`config.mk`:
```
export PLATFORM = sky130hd
export DESIGN_NAME = timed_output_sequencer_core
export DESIGN_NICKNAME = d
export VERILOG_FILES = /design/src/hw/rtl/tos_pkg.sv /design/src/hw/rtl/timed_output_sequencer_core.sv /design/src/hw/rtl/tos_cfg_regs.sv /design/src/hw/rtl/tos_run_clock.sv /design/src/hw/rtl/tos_sched.sv
export SDC_FILE = /design/constraint.sdc
export NUM_CORES = 1
export LEC_CHECK = 0
export BUFFER_PORTS_ARGS = -buffer_cell sky130_fd_sc_hd__buf_2
export CAP_MARGIN = 30
export CELL_PAD_IN_SITES_DETAIL_PLACEMENT = 0
export CELL_PAD_IN_SITES_GLOBAL_PLACEMENT = 1
export CORE_MARGIN = 2
export CORE_UTILIZATION = 35
export DETAILED_ROUTE_END_ITERATION = 8
export PLACE_DENSITY = 0.57
export SLEW_MARGIN = 20
export SYNTH_ARGS = -nofsm -noshare
export SYNTH_HDL_FRONTEND = slang
export SYNTH_HIERARCHICAL = 1
export SYNTH_SLANG_ARGS = --single-unit
```
`constraint.sdc`:
```
create_clock -name clk -period 8.2 [get_ports clk]
set_input_delay 1.64 -clock clk [delete_from_list [all_inputs] [get_ports clk]]
set_output_delay 1.64 -clock clk [all_outputs]
set_load 0.02 [all_outputs]
```
`src/hw/rtl/tos_pkg.sv`:
```
// ----------------------------------------------------------------------------
// tos_pkg
// Shared types and constants of the timed output sequencer.
// ----------------------------------------------------------------------------
package tos_pkg;

	localparam int SEC_W  = 20;
	localparam int OUT_W  = 6;
	localparam int OP_W   = 3;
	localparam int CH_W   = 3;
	localparam int ADDR_W = 3;
	localparam int DATA_W = 32;

	localparam logic [SEC_W-1:0] SEC_MAX       = {SEC_W{1'b1}};
	localparam logic [SEC_W-1:0] END_RESET     = SEC_W'(120);
	localparam logic [SEC_W-1:0] OFF_SEC_RESET = SEC_W'(10);
	localparam logic [SEC_W-1:0] ON_SEC_RESET  = '0;

	typedef enum logic [OP_W-1:0] {
		OP_TICK   = 3'd0,
		OP_START  = 3'd1,
		OP_PAUSE  = 3'd2,
		OP_RESUME = 3'd3,
		OP_STOP   = 3'd4,
		OP_WRITE  = 3'd5
	} op_t;

	typedef enum logic {
		REG_START_SECOND = 1'b0,
		REG_END_SECOND   = 1'b1
	} reg_idx_t;

	typedef struct packed {
		logic eval;
		logic clr_all;
		logic clr_fired;
		logic wr;
	} sched_ctrl_t;

endpackage

```
`src/hw/rtl/timed_output_sequencer_core.sv`:
```
// ----------------------------------------------------------------------------
// timed_output_sequencer_core
// Timed switching script over a set of outputs, driven by tick and command
// beats.
// ----------------------------------------------------------------------------
// Each input beat (a tick or a command) gives one result beat. A beat is
// captured in an input register and evaluated combinationally against the
// run state, the run clock and all schedule entries in parallel; the result
// lands in the output register once that register is free. One beat is taken
// every cycle while the output side keeps up; a stalled result holds the
// input register, and only then does in_ready fall. Start and end seconds sit
// in an APB register file at byte addresses 0 and 4 and should be changed
// only while no beat is in flight.
module timed_output_sequencer_core #(
	parameter int CHANNELS         = 6,
	parameter int TICKS_PER_SECOND = 1000
) (
	input  logic                       clk,
	input  logic                       arst_n,
	input  logic                       psel,
	input  logic                       penable,
	input  logic                       pwrite,
	input  logic [tos_pkg::ADDR_W-1:0] paddr,
	input  logic [tos_pkg::DATA_W-1:0] pwdata,
	output logic [tos_pkg::DATA_W-1:0] prdata,
	output logic                       pready,
	input  logic                       in_valid,
	output logic                       in_ready,
	input  logic [tos_pkg::OP_W-1:0]   op,
	input  logic                       safety_stop,
	input  logic [tos_pkg::CH_W-1:0]   channel,
	input  logic                       entry_enable,
	input  logic [tos_pkg::SEC_W-1:0]  entry_on_second,
	input  logic [tos_pkg::SEC_W-1:0]  entry_off_second,
	output logic                       out_valid,
	input  logic                       out_ready,
	output logic [tos_pkg::OUT_W-1:0]  output_levels,
	output logic [tos_pkg::OUT_W-1:0]  changed_mask,
	output logic [tos_pkg::SEC_W-1:0]  script_second,
	output logic                       is_running,
	output logic                       is_paused,
	output logic                       finished,
	output logic                       ended_early
);
	import tos_pkg::*;

	localparam int LW = (CHANNELS > OUT_W) ? CHANNELS : OUT_W;

	// input stage
	logic             v_s1;
	op_t              op_s1;
	logic             safety_s1;
	logic [CH_W-1:0]  channel_s1;
	logic             enable_s1;
	logic [SEC_W-1:0] on_s1;
	logic [SEC_W-1:0] off_s1;

	// run state
	logic run_q;
	logic pause_q;
	logic early_q;

	// result stage
	logic             out_v_s2;
	logic [OUT_W-1:0] levels_s2;
	logic [OUT_W-1:0] changed_s2;
	logic [SEC_W-1:0] sec_s2;
	logic             running_s2;
	logic             paused_s2;
	logic             finished_s2;
	logic             early_s2;

	logic [SEC_W-1:0]    start_second;
	logic [SEC_W-1:0]    end_second;
	logic [SEC_W-1:0]    sec_next;
	logic [CHANNELS-1:0] level_q;
	logic [CHANNELS-1:0] level_n;
	logic [LW-1:0]       level_q_ext;
	logic [LW-1:0]       level_n_ext;
	sched_ctrl_t         sctrl;

	logic go;
	logic tick_run;
	logic do_start;
	logic do_pause;
	logic do_resume;
	logic user_stop;
	logic do_write;
	logic done_end;
	logic run_n;
	logic pause_n;
	logic early_n;

	assign go       = v_s1 && (!out_v_s2 || out_ready);
	assign in_ready = !v_s1 || go;

	always_ff @(posedge clk or negedge arst_n) begin
		if (!arst_n) begin
			v_s1 <= 1'b0;
		end else if (in_valid && in_ready) begin
			v_s1 <= 1'b1;
		end else if (go) begin
			v_s1 <= 1'b0;
		end
	end

	always_ff @(posedge clk) begin
		if (in_valid && in_ready) begin
			op_s1      <= op_t'(op);
			safety_s1  <= safety_stop;
			channel_s1 <= channel;
			enable_s1  <= entry_enable;
			on_s1      <= entry_on_second;
			off_s1     <= entry_off_second;
		end
	end

	// command decode
	always_comb begin
		tick_run  = 1'b0;
		do_start  = 1'b0;
		do_pause  = 1'b0;
		do_resume = 1'b0;
		user_stop = 1'b0;
		do_write  = 1'b0;
		unique case (op_s1)
			OP_TICK:   tick_run  = go && run_q && !pause_q;
			OP_START:  do_start  = go && !run_q && !safety_s1;
			OP_PAUSE:  do_pause  = go && run_q && !pause_q;
			OP_RESUME: do_resume = go && run_q && pause_q;
			OP_STOP:   user_stop = go && run_q;
			OP_WRITE:  do_write  = go && !run_q;
			default: ;
		endcase
	end

	assign done_end = tick_run && (sec_next >= end_second);

	assign sctrl.eval      = tick_run && !done_end;
	assign sctrl.clr_all   = do_start;
	assign sctrl.clr_fired = done_end || user_stop;
	assign sctrl.wr        = do_write;

	always_comb begin
		run_n   = run_q;
		pause_n = pause_q;
		early_n = early_q;
		if (do_start) begin
			run_n   = 1'b1;
			pause_n = 1'b0;
			early_n = 1'b0;
		end else if (done_end || user_stop) begin
			run_n   = 1'b0;
			pause_n = 1'b0;
			early_n = user_stop;
		end else if (do_pause) begin
			pause_n = 1'b1;
		end else if (do_resume) begin
			pause_n = 1'b0;
		end
	end

	always_ff @(posedge clk or negedge arst_n) begin
		if (!arst_n) begin
			run_q   <= 1'b0;
			pause_q <= 1'b0;
			early_q <= 1'b0;
		end else begin
			run_q   <= run_n;
			pause_q <= pause_n;
			early_q <= early_n;
		end
	end

	tos_cfg_regs u_cfg (
		.clk          (clk),
		.arst_n       (arst_n),
		.psel         (psel),
		.penable      (penable),
		.pwrite       (pwrite),
		.paddr        (paddr),
		.pwdata       (pwdata),
		.prdata       (prdata),
		.pready       (pready),
		.start_second (start_second),
		.end_second   (end_second)
	);

	tos_run_clock #(
		.TICKS_PER_SECOND (TICKS_PER_SECOND)
	) u_clock (
		.clk          (clk),
		.arst_n       (arst_n),
		.clear        (do_start),
		.advance      (tick_run),
		.start_second (start_second),
		.sec_next     (sec_next)
	);

	tos_sched #(
		.CHANNELS (CHANNELS)
	) u_sched (
		.clk           (clk),
		.arst_n        (arst_n),
		.ctrl          (sctrl),
		.sec           (sec_next),
		.wr_chan       (channel_s1),
		.wr_enable     (enable_s1),
		.wr_on_second  (on_s1),
		.wr_off_second (off_s1),
		.level_q       (level_q),
		.level_n       (level_n)
	);

	assign level_q_ext = LW'(level_q);
	assign level_n_ext = LW'(level_n);

	// result register
	always_ff @(posedge clk or negedge arst_n) begin
		if (!arst_n) begin
			out_v_s2 <= 1'b0;
		end else if (go) begin
			out_v_s2 <= 1'b1;
		end else if (out_ready) begin
			out_v_s2 <= 1'b0;
		end
	end

	always_ff @(posedge clk) begin
		if (go) begin
			levels_s2   <= level_n_ext[OUT_W-1:0];
			changed_s2  <= level_q_ext[OUT_W-1:0] ^ level_n_ext[OUT_W-1:0];
			sec_s2      <= sec_next;
			running_s2  <= run_n;
			paused_s2   <= pause_n;
			finished_s2 <= done_end || user_stop;
			early_s2    <= early_n;
		end
	end

	assign out_valid     = out_v_s2;
	assign output_levels = levels_s2;
	assign changed_mask  = changed_s2;
	assign script_second = sec_s2;
	assign is_running    = running_s2;
	assign is_paused     = paused_s2;
	assign finished      = finished_s2;
	assign ended_early   = early_s2;

endmodule

```
`src/hw/rtl/tos_cfg_regs.sv`:
```
// ----------------------------------------------------------------------------
// tos_cfg_regs
// APB-style register file holding the start and end seconds of the script.
// ----------------------------------------------------------------------------
module tos_cfg_regs (
	input  logic                       clk,
	input  logic                       arst_n,
	input  logic                       psel,
	input  logic                       penable,
	input  logic                       pwrite,
	input  logic [tos_pkg::ADDR_W-1:0] paddr,
	input  logic [tos_pkg::DATA_W-1:0] pwdata,
	output logic [tos_pkg::DATA_W-1:0] prdata,
	output logic                       pready,
	output logic [tos_pkg::SEC_W-1:0]  start_second,
	output logic [tos_pkg::SEC_W-1:0]  end_second
);
	import tos_pkg::*;

	logic [SEC_W-1:0] start_q;
	logic [SEC_W-1:0] end_q;
	reg_idx_t         idx;
	logic             wr_en;

	assign idx   = reg_idx_t'(paddr[2]);
	assign wr_en = psel && penable && pwrite;
	assign pready = 1'b1;

	always_ff @(posedge clk or negedge arst_n) begin
		if (!arst_n) begin
			start_q <= '0;
			end_q   <= END_RESET;
		end else if (wr_en) begin
			unique case (idx)
				REG_START_SECOND: start_q <= pwdata[SEC_W-1:0];
				REG_END_SECOND:   end_q   <= pwdata[SEC_W-1:0];
				default: ;
			endcase
		end
	end

	always_comb begin
		unique case (idx)
			REG_START_SECOND: prdata = DATA_W'(start_q);
			REG_END_SECOND:   prdata = DATA_W'(end_q);
			default:          prdata = '0;
		endcase
	end

	assign start_second = start_q;
	assign end_second   = end_q;

endmodule

```
`src/hw/rtl/tos_run_clock.sv`:
```
// ----------------------------------------------------------------------------
// tos_run_clock
// Run clock (ticks within the second and whole seconds) and the rounded
// script second derived from it.
// ----------------------------------------------------------------------------
module tos_run_clock #(
	parameter int TICKS_PER_SECOND = 1000
) (
	input  logic                      clk,
	input  logic                      arst_n,
	input  logic                      clear,
	input  logic                      advance,
	input  logic [tos_pkg::SEC_W-1:0] start_second,
	output logic [tos_pkg::SEC_W-1:0] sec_next
);
	import tos_pkg::*;

	localparam int MW = (TICKS_PER_SECOND > 2) ? $clog2(TICKS_PER_SECOND) : 1;
	localparam logic [MW-1:0] LAST_TICK = MW'(TICKS_PER_SECOND - 1);
	localparam logic [MW-1:0] HALF_TICK = MW'(TICKS_PER_SECOND - TICKS_PER_SECOND / 2);

	logic [MW-1:0]    ticks_q;
	logic [MW-1:0]    ticks_n;
	logic [SEC_W-1:0] elapsed_q;
	logic [SEC_W-1:0] elapsed_n;
	logic [SEC_W:0]   sum;

	always_comb begin
		ticks_n   = ticks_q;
		elapsed_n = elapsed_q;
		if (clear) begin
			ticks_n   = '0;
			elapsed_n = '0;
		end else if (advance) begin
			if (ticks_q >= LAST_TICK) begin
				// clock holds once the second count is full
				if (elapsed_q != SEC_MAX) begin
					elapsed_n = elapsed_q + SEC_W'(1);
					ticks_n   = '0;
				end
			end else begin
				ticks_n = ticks_q + MW'(1);
			end
		end
	end

	always_ff @(posedge clk or negedge arst_n) begin
		if (!arst_n) begin
			ticks_q   <= '0;
			elapsed_q <= '0;
		end else begin
			ticks_q   <= ticks_n;
			elapsed_q <= elapsed_n;
		end
	end

	// round to nearest second, then saturate
	assign sum = {1'b0, start_second} + {1'b0, elapsed_n}
		+ (SEC_W+1)'(ticks_n >= HALF_TICK);
	assign sec_next = sum[SEC_W] ? SEC_MAX : sum[SEC_W-1:0];

endmodule

```
`src/hw/rtl/tos_sched.sv`:
```
// ----------------------------------------------------------------------------
// tos_sched
// Schedule table and per-channel switching, all channels checked side by side.
// ----------------------------------------------------------------------------
module tos_sched #(
	parameter int CHANNELS = 6
) (
	input  logic                      clk,
	input  logic                      arst_n,
	input  tos_pkg::sched_ctrl_t      ctrl,
	input  logic [tos_pkg::SEC_W-1:0] sec,
	input  logic [tos_pkg::CH_W-1:0]  wr_chan,
	input  logic                      wr_enable,
	input  logic [tos_pkg::SEC_W-1:0] wr_on_second,
	input  logic [tos_pkg::SEC_W-1:0] wr_off_second,
	output logic [CHANNELS-1:0]       level_q,
	output logic [CHANNELS-1:0]       level_n
);
	import tos_pkg::*;

	logic [CHANNELS-1:0] enable_q;
	logic [SEC_W-1:0]    on_sec_q  [CHANNELS];
	logic [SEC_W-1:0]    off_sec_q [CHANNELS];
	logic [CHANNELS-1:0] on_fired_q;
	logic [CHANNELS-1:0] off_fired_q;
	logic [CHANNELS-1:0] on_fired_n;
	logic [CHANNELS-1:0] off_fired_n;
	logic [CHANNELS-1:0] on_hit;
	logic [CHANNELS-1:0] off_hit;
	logic [CHANNELS-1:0] level_mid;

	always_comb begin
		for (int i = 0; i < CHANNELS; i++) begin
			on_hit[i]    = enable_q[i] && (sec >= on_sec_q[i]) && !on_fired_q[i]
				&& !level_q[i];
			level_mid[i] = level_q[i] | on_hit[i];
			// off can follow on within the same tick
			off_hit[i]   = enable_q[i] && (sec >= off_sec_q[i]) && !off_fired_q[i]
				&& level_mid[i];
		end

		level_n     = level_q;
		on_fired_n  = on_fired_q;
		off_fired_n = off_fired_q;
		if (ctrl.clr_all) begin
			level_n     = '0;
			on_fired_n  = '0;
			off_fired_n = '0;
		end else if (ctrl.clr_fired) begin
			on_fired_n  = '0;
			off_fired_n = '0;
		end else if (ctrl.eval) begin
			level_n     = level_mid & ~off_hit;
			on_fired_n  = on_fired_q | on_hit;
			off_fired_n = off_fired_q | off_hit;
		end
	end

	always_ff @(posedge clk or negedge arst_n) begin
		if (!arst_n) begin
			level_q     <= '0;
			on_fired_q  <= '0;
			off_fired_q <= '0;
			enable_q    <= '0;
			for (int i = 0; i < CHANNELS; i++) begin
				on_sec_q[i]  <= ON_SEC_RESET;
				off_sec_q[i] <= OFF_SEC_RESET;
			end
		end else begin
			level_q     <= level_n;
			on_fired_q  <= on_fired_n;
			off_fired_q <= off_fired_n;
			for (int i = 0; i < CHANNELS; i++) begin
				if (ctrl.wr && (32'(wr_chan) == i)) begin
					enable_q[i]  <= wr_enable;
					on_sec_q[i]  <= wr_on_second;
					off_sec_q[i] <= wr_off_second;
				end
			end
		end
	end

endmodule
```
Word-level counts from Yosys, hierarchy flattened:

Cells that the tools add are included.

* add/sub/neg operators: 4
* magnitude comparators: 15
* eq/ne operators: 11
* muxes and demuxes: 37
* bitwise gates (word level): 12
* reduce and logical (&&, ||, !) cells: 87

Operators by type and width (number)
* >= comparator 20 bit: 13
* two-way mux 20 bit: 5
* case mux 32 bit (2 select lines): 1
* two-way mux 6 bit: 9
* logical AND 1 bit: 53
* two-way mux 10 bit: 4
* zero test 1 bit: 24
* adder 20 x 20 -> 21 bit: 1
* adder 21 x 1 -> 21 bit: 1
* adder 20 x 1 -> 20 bit, second input constant: 1
* inequality test 20 bit, second input constant: 1
* two-way mux 1 bit: 18
* equality test 3 x 2 -> 1 bit, second input constant: 4
* equality test 3 bit, second input constant: 4
* bitwise OR 6 bit: 2
* adder 10 x 1 -> 10 bit, second input constant: 1
* >= comparator 10 bit, second input constant: 1
* >= comparator 10 x 9 -> 1 bit, second input constant: 1
* bitwise AND 6 bit: 1
* equality test 3 x 1 -> 1 bit, second input constant: 2
* zero test 3 bit: 2
* inverter 6 bit: 1
* bitwise OR 1 bit: 6
* bitwise XOR 6 bit: 1
* 5 further kinds: 9

* flip-flop bits (word level): 423
* input bits: 90

Longest topological paths before layout:

* depth after elaboration: 23
* mapped depth: 37
* mapped depth without buffers: 33

Cells and area by module:

The synthesis kept the hierarchy.

Modules (own cells, without submodules)
* tos_sched: times used 1, cells an instance 1607, area each 15487.4 um^2, seq. area each 6621.4 um^2
* timed_output_sequencer_core: times used 1, cells an instance 192, area each 3380.7 um^2, seq. area each 2647.5 um^2
* tos_run_clock: times used 1, cells an instance 331, area each 2703.8 um^2, seq. area each 750.7 um^2
* tos_cfg_regs: times used 1, cells an instance 123, area each 2028.2 um^2, seq. area each 1006.0 um^2

Worst setup path before layout:

Ideal clock, no wire load.

* path kind: input port to flip-flop
* from: input port out_ready
* to: register changed_s2[4], in the netlist changed_mask[4] (data pin)
* library setup time: 0.270 ns
* arrival time: 8.533 ns
* data required time: 7.930 ns
* path slack: -0.604 ns
* cell stages on the path: 29
* buffers on the path: 4
* cell sequence: nand2b_1 > and2_1 > nand3_1 > inv_1 > clkbuf_1 > nor3_1 > a31oi_1 > fa_1 > inv_1 > fa_1 > a211oi_1 > o211ai_1 > a31oi_1 > o31a_1 > a21oi_1 > o22ai_1 > buf_2 > o21ai_0 > ha_1 > a41o_1 > a21oi_1 > o211ai_1 > nor4_1 > clkbuf_1 > nor2b_1 > buf_2 > a41oi_1 > a211oi_1 > xor2_1

RTL lines
* from (decl): line timed_output_sequencer_core.sv:36 `input logic out_ready,`
* to (signal assigned): line timed_output_sequencer_core.sv:232 `changed_s2 <= level_q_ext[OUT_W-1:0] ^ level_n_ext[OUT_W-1:0];`
* to (decl): line timed_output_sequencer_core.sv:66 `logic [OUT_W-1:0] changed_s2;`

Worst setup path in the final report:

* from: input port out_ready
* to: register changed_s2[0], in the netlist changed_mask[0] (data pin)

* longest elaborated chain between the ends: 22

Ends and longest elaborated chain
* logical OR 1 bit (*): line timed_output_sequencer_core.sv:94 `assign go = v_s1 && (!out_v_s2 || out_ready);`
* logical AND 1 bit (*): line timed_output_sequencer_core.sv:94
* logical AND 1 bit (*) (2 in a row): line timed_output_sequencer_core.sv:127 `OP_TICK: tick_run = go && run_q && !pause_q;`
* two-way mux 1 bit (*): line timed_output_sequencer_core.sv:126 `unique case (op_s1)`
* named net tick_run: line timed_output_sequencer_core.sv:83 `logic tick_run;`
* two-way mux 20 bit / two-way mux 10 bit (equally long branches): line tos_run_clock.sv:34 `end else if (advance) begin`
* two-way mux 20 bit / two-way mux 10 bit (equally long branches): line tos_run_clock.sv:31 `if (clear) begin`
* adder 20 x 20 -> 21 bit / >= comparator 10 x 9 -> 1 bit (equally long branches): line tos_run_clock.sv:58, tos_run_clock.sv:59
* [2 not listed]
* named net sec_next[19]: line timed_output_sequencer_core.sv:75 `logic [SEC_W-1:0] sec_next;`
* [5 not listed]
* logical AND 1 bit: line tos_sched.sv:39 `&& level_mid[i];`
* inverter 6 bit: line tos_sched.sv:53 `level_n = level_mid & ~off_hit;`
* bitwise AND 6 bit: line tos_sched.sv:53
* two-way mux 6 bit: line tos_sched.sv:52 `end else if (ctrl.eval) begin`
* two-way mux 6 bit (*): line tos_sched.sv:49 `end else if (ctrl.clr_fired) begin`
* two-way mux 6 bit (*): line tos_sched.sv:45 `if (ctrl.clr_all) begin`
* named net level_n[0]: line timed_output_sequencer_core.sv:77 `logic [CHANNELS-1:0] level_n;`
* bitwise XOR 6 bit (*): line timed_output_sequencer_core.sv:232

Mark *: on every way through the listed nets, which the timed path passes. The rest lies on a longest branch.
A chain may end at the register's enable or synchronous reset.

==> impl_results.md <==
- Status: finished clean
- CP Launch Type: primary input
- Critical Path Sink Type: register
- R2R Path Start: op_s1[1]
- Clock Skew: 0.01860 ns
- WHS Path Cells: 2
- Crit-path most repeated cell: buf_4
- Hold path endpoint: u_sched/off_fired_q[5]
- Largest net degree at the start of global routing: 130
- Die height: 263.7 µm
- Hold WC Path Type: register to register
- Least-Margin Pin Slew: 0.8749 ns
- Routed length per placed instance: 18.55 µm
- Util after Layout: 42.69%
- Synth warn: 6
- Vias in the first global route: 17740
- Drt drc: 0
- Most frequent cells in the layout: dfrtp_1 (323), ha_1 (281), nand2_1 (276)
- ANT cells: 0
- Final setup viols: 0
- Placement Setup Slack: -0.2740 ns
- Post-DP HPWL: 46.77 mm
- Setup ws final: 0.4513 ns
- Tcrit/Tclk final: 94.50%
- Die width: 263.7 µm
- Initial antenna violation count: 1
- Vias: 17300
- Proportion of layout cells with a drive suffix above 1: 23.74%
- Area grow syn2layout: 21.06%
- Via-per-instance ratio: 4.941
- Main synth FF type: dfrtp_1
- Worst path required time: 8.54 ns
- WL final: 64.93 mm
- Post-Syn Area per Cell: 10.47 µm²
- Full die area: 69520 µm²
- Seq cells post-synth: 423
- IO buf count: 133
- Hold_buf cts: 0
- Hold Vio Cnt, Final: 0
- FFs w/ async S/R, synth: 80.14%
- Crit path time final: 7.749 ns
- CORE AREA: 66920 µm²
- Clock Latency Late Sink: 0.60 ns
- Iteration-0 DRC count of the detailed router: 1146
- Clock Sinks: 423
- Reg2reg end: changed_mask[0]
- CTS tree: done
- Most common cell after layout, fill and taps aside: dfrtp_1
- PwrDens: 296.2 nW/µm²
- Post-DRT Antenna Nets: 0
- Crit path kind: primary input to register
- Max_cap viols: 0
- Num CTS Buffers: 51
- Total Routing Usage GR: 18.91%
- Slowest cell on crit path: a2111oi_1
- IR drop worst, VDD: 0.1591 mV
- H-Tree Level Count: 2
- Slew Limit Fails: 0
- Max clock buf depth: 3
- Worst Hold Launch: u_sched/off_fired_q[5]
- Clk slew on worst S/H paths: 0.05 ns
- Gr ovfl total: 0
- Design Power: 8.462 mW
- Synthesized area: 23600 µm²
- Synth unique cells: 86
- Final Wtd Congestion: 0.8363
- Post-Syn Instances: 2253
- WHS: 0.4832 ns
- Top-Level Pins: 161
- 1st-pass router iterations: 5
- Max stage delay on crit path: 0.50 ns
- CP Max Fanout: 11
- Max frequency: 129.1 MHz
- Root buf cell: clkbuf_16
- Seq/Total Area, Yosys: 46.72%
- Row count: 95
- Critical Path AT: 8.09 ns
- Number of flops mapped to enable cells by yosys: 84
- Initial core utilization: 35.27%
- R2r setup slk: 1.23 ns
- Global-route wire length before repair: 102.1 mm
- FF-to-FF path depth: 32
- Worst relative slew slack: 41.67%
- Fin nets: 2958
- Leak pwr: 13.93 nW
## layer usage
metal | wire length, µm | up-vias | GRT usage [%]
met1 | 31250 | 8403 | 26.30
met3 | 2209 | 83 | 2.768
met2 | 29840 | 276 | 30.68
met5 | 0 | - | 0
met4 | 1627 | 0 | 5.282
li1 | - | 8535 | -
## state kept, by name (all words and copies together) (netlist names), 3 cells and up
name and cells:
u_cfg/start_second 20, u_sched/off_fired_q 6, op_s1 3, changed_mask 6
u_sched/off_sec_q 120, u_sched/on_fired_q 6, u_clock/elapsed_q 20, u_sched/on_sec_q 120
u_cfg/end_second 20, off_s1 20, output_levels 6, u_clock/ticks_q 10
channel_s1 3, u_sched/enable_q 6, script_second 20, on_s1 20
u_sched/level_q 6
## cell usage after synthesis, drive strengths merged, types with 37 or more instances
cell      n  area (µm²)
mux2    155        1896
inv     274        1028
o21ai   210        1055
clkbuf   37       142.6
nand2   276        1036
buf      38       247.7
ha      281        3516
edfxtp   84        2522
nand3    38       190.2
dfrtp   323        8083
nor2     75       289.0
a21oi   131       655.6
## worst max-delay path: cells and delay by family
kind                     cells  cell delay (ns)
multiplexers                 1             0.23
AND/OR/NAND/NOR              8             1.21
adder cells (fa/ha/maj)      3             0.97
XOR/XNOR                     1             0.08
buffers and inverters        7             0.97
AO/OA/AOI/OAI               15             2.96
## worst max-delay path by stage
| stage | from | endpoint | slack (ns) | cells after the start |
|---|---|---|---|---|
| global placement | out_ready | changed_mask[0] | -0.28 | 36 |
| CTS | out_ready | changed_mask[1] | 0.31 | 36 |
| finish | out_ready | changed_mask[0] | 0.45 | 35 |
| floorplan | out_ready | changed_mask[4] | 0.02 | 34 |
| detailed placement | out_ready | changed_mask[1] | -0.27 | 36 |
| global route | out_ready | changed_mask[1] | -0.005 | 37 |
## through the flow
stage | cells | cell area [µm²] | TNS (ns)
2_1_floorplan | 2264 | 23640 | 0
3_3_place_gp | 3399 | 26790 | -1.842
3_5_place_dp | 3401 | 26840 | -3.006
4_1_cts | 3497 | 28490 | 0
5_1_grt | 3501 | 28570 | -0.004698
6_report | 3501 | 28570 | 0
## cell families (layout without fill, tap and decap cells)
group,Yosys count,count (layout),synth area share [%]
XOR/XNOR,33,33,1.225
adder cells (fa/ha/maj),283,283,15.07
flip-flops,423,423,46.72
AO/OA/AOI/OAI,478,478,12.13
multiplexers,158,158,8.159
buffers and inverters,349,713,6.012
other,2,13,0.03182
AND/OR/NAND/NOR,527,527,10.66
## report_power, final
| group | internal [mW] | leakage [nW] | switching, mW | total [mW] |
|---|---|---|---|---|
| clock network | 1.34 | 0.810 | 0.911 | 2.26 |
| logic | 1.62 | 8.45 | 1.93 | 3.55 |
| registers | 2.48 | 4.68 | 0.175 | 2.66 |
| total | 5.45 | 13.9 | 3.01 | 8.46 |
## final cells by class
cell class                 instances  area [µm²]
fill                            6493       38350
multi-input combinational       1492       11270
sequential                       423       11030
timing repair buffer             343        2500
clock buffer                      79        1451
tap                              873        1092
inverter                         274        1028
clock inverter                    17       202.7
## what timing repair did
item                       in CTS  in global routing
resized for setup               0                  7
setup endpoints to repair       0                 17
setup buffers                   0                  3
Note: power is estimated with default switching activity, not from simulation.
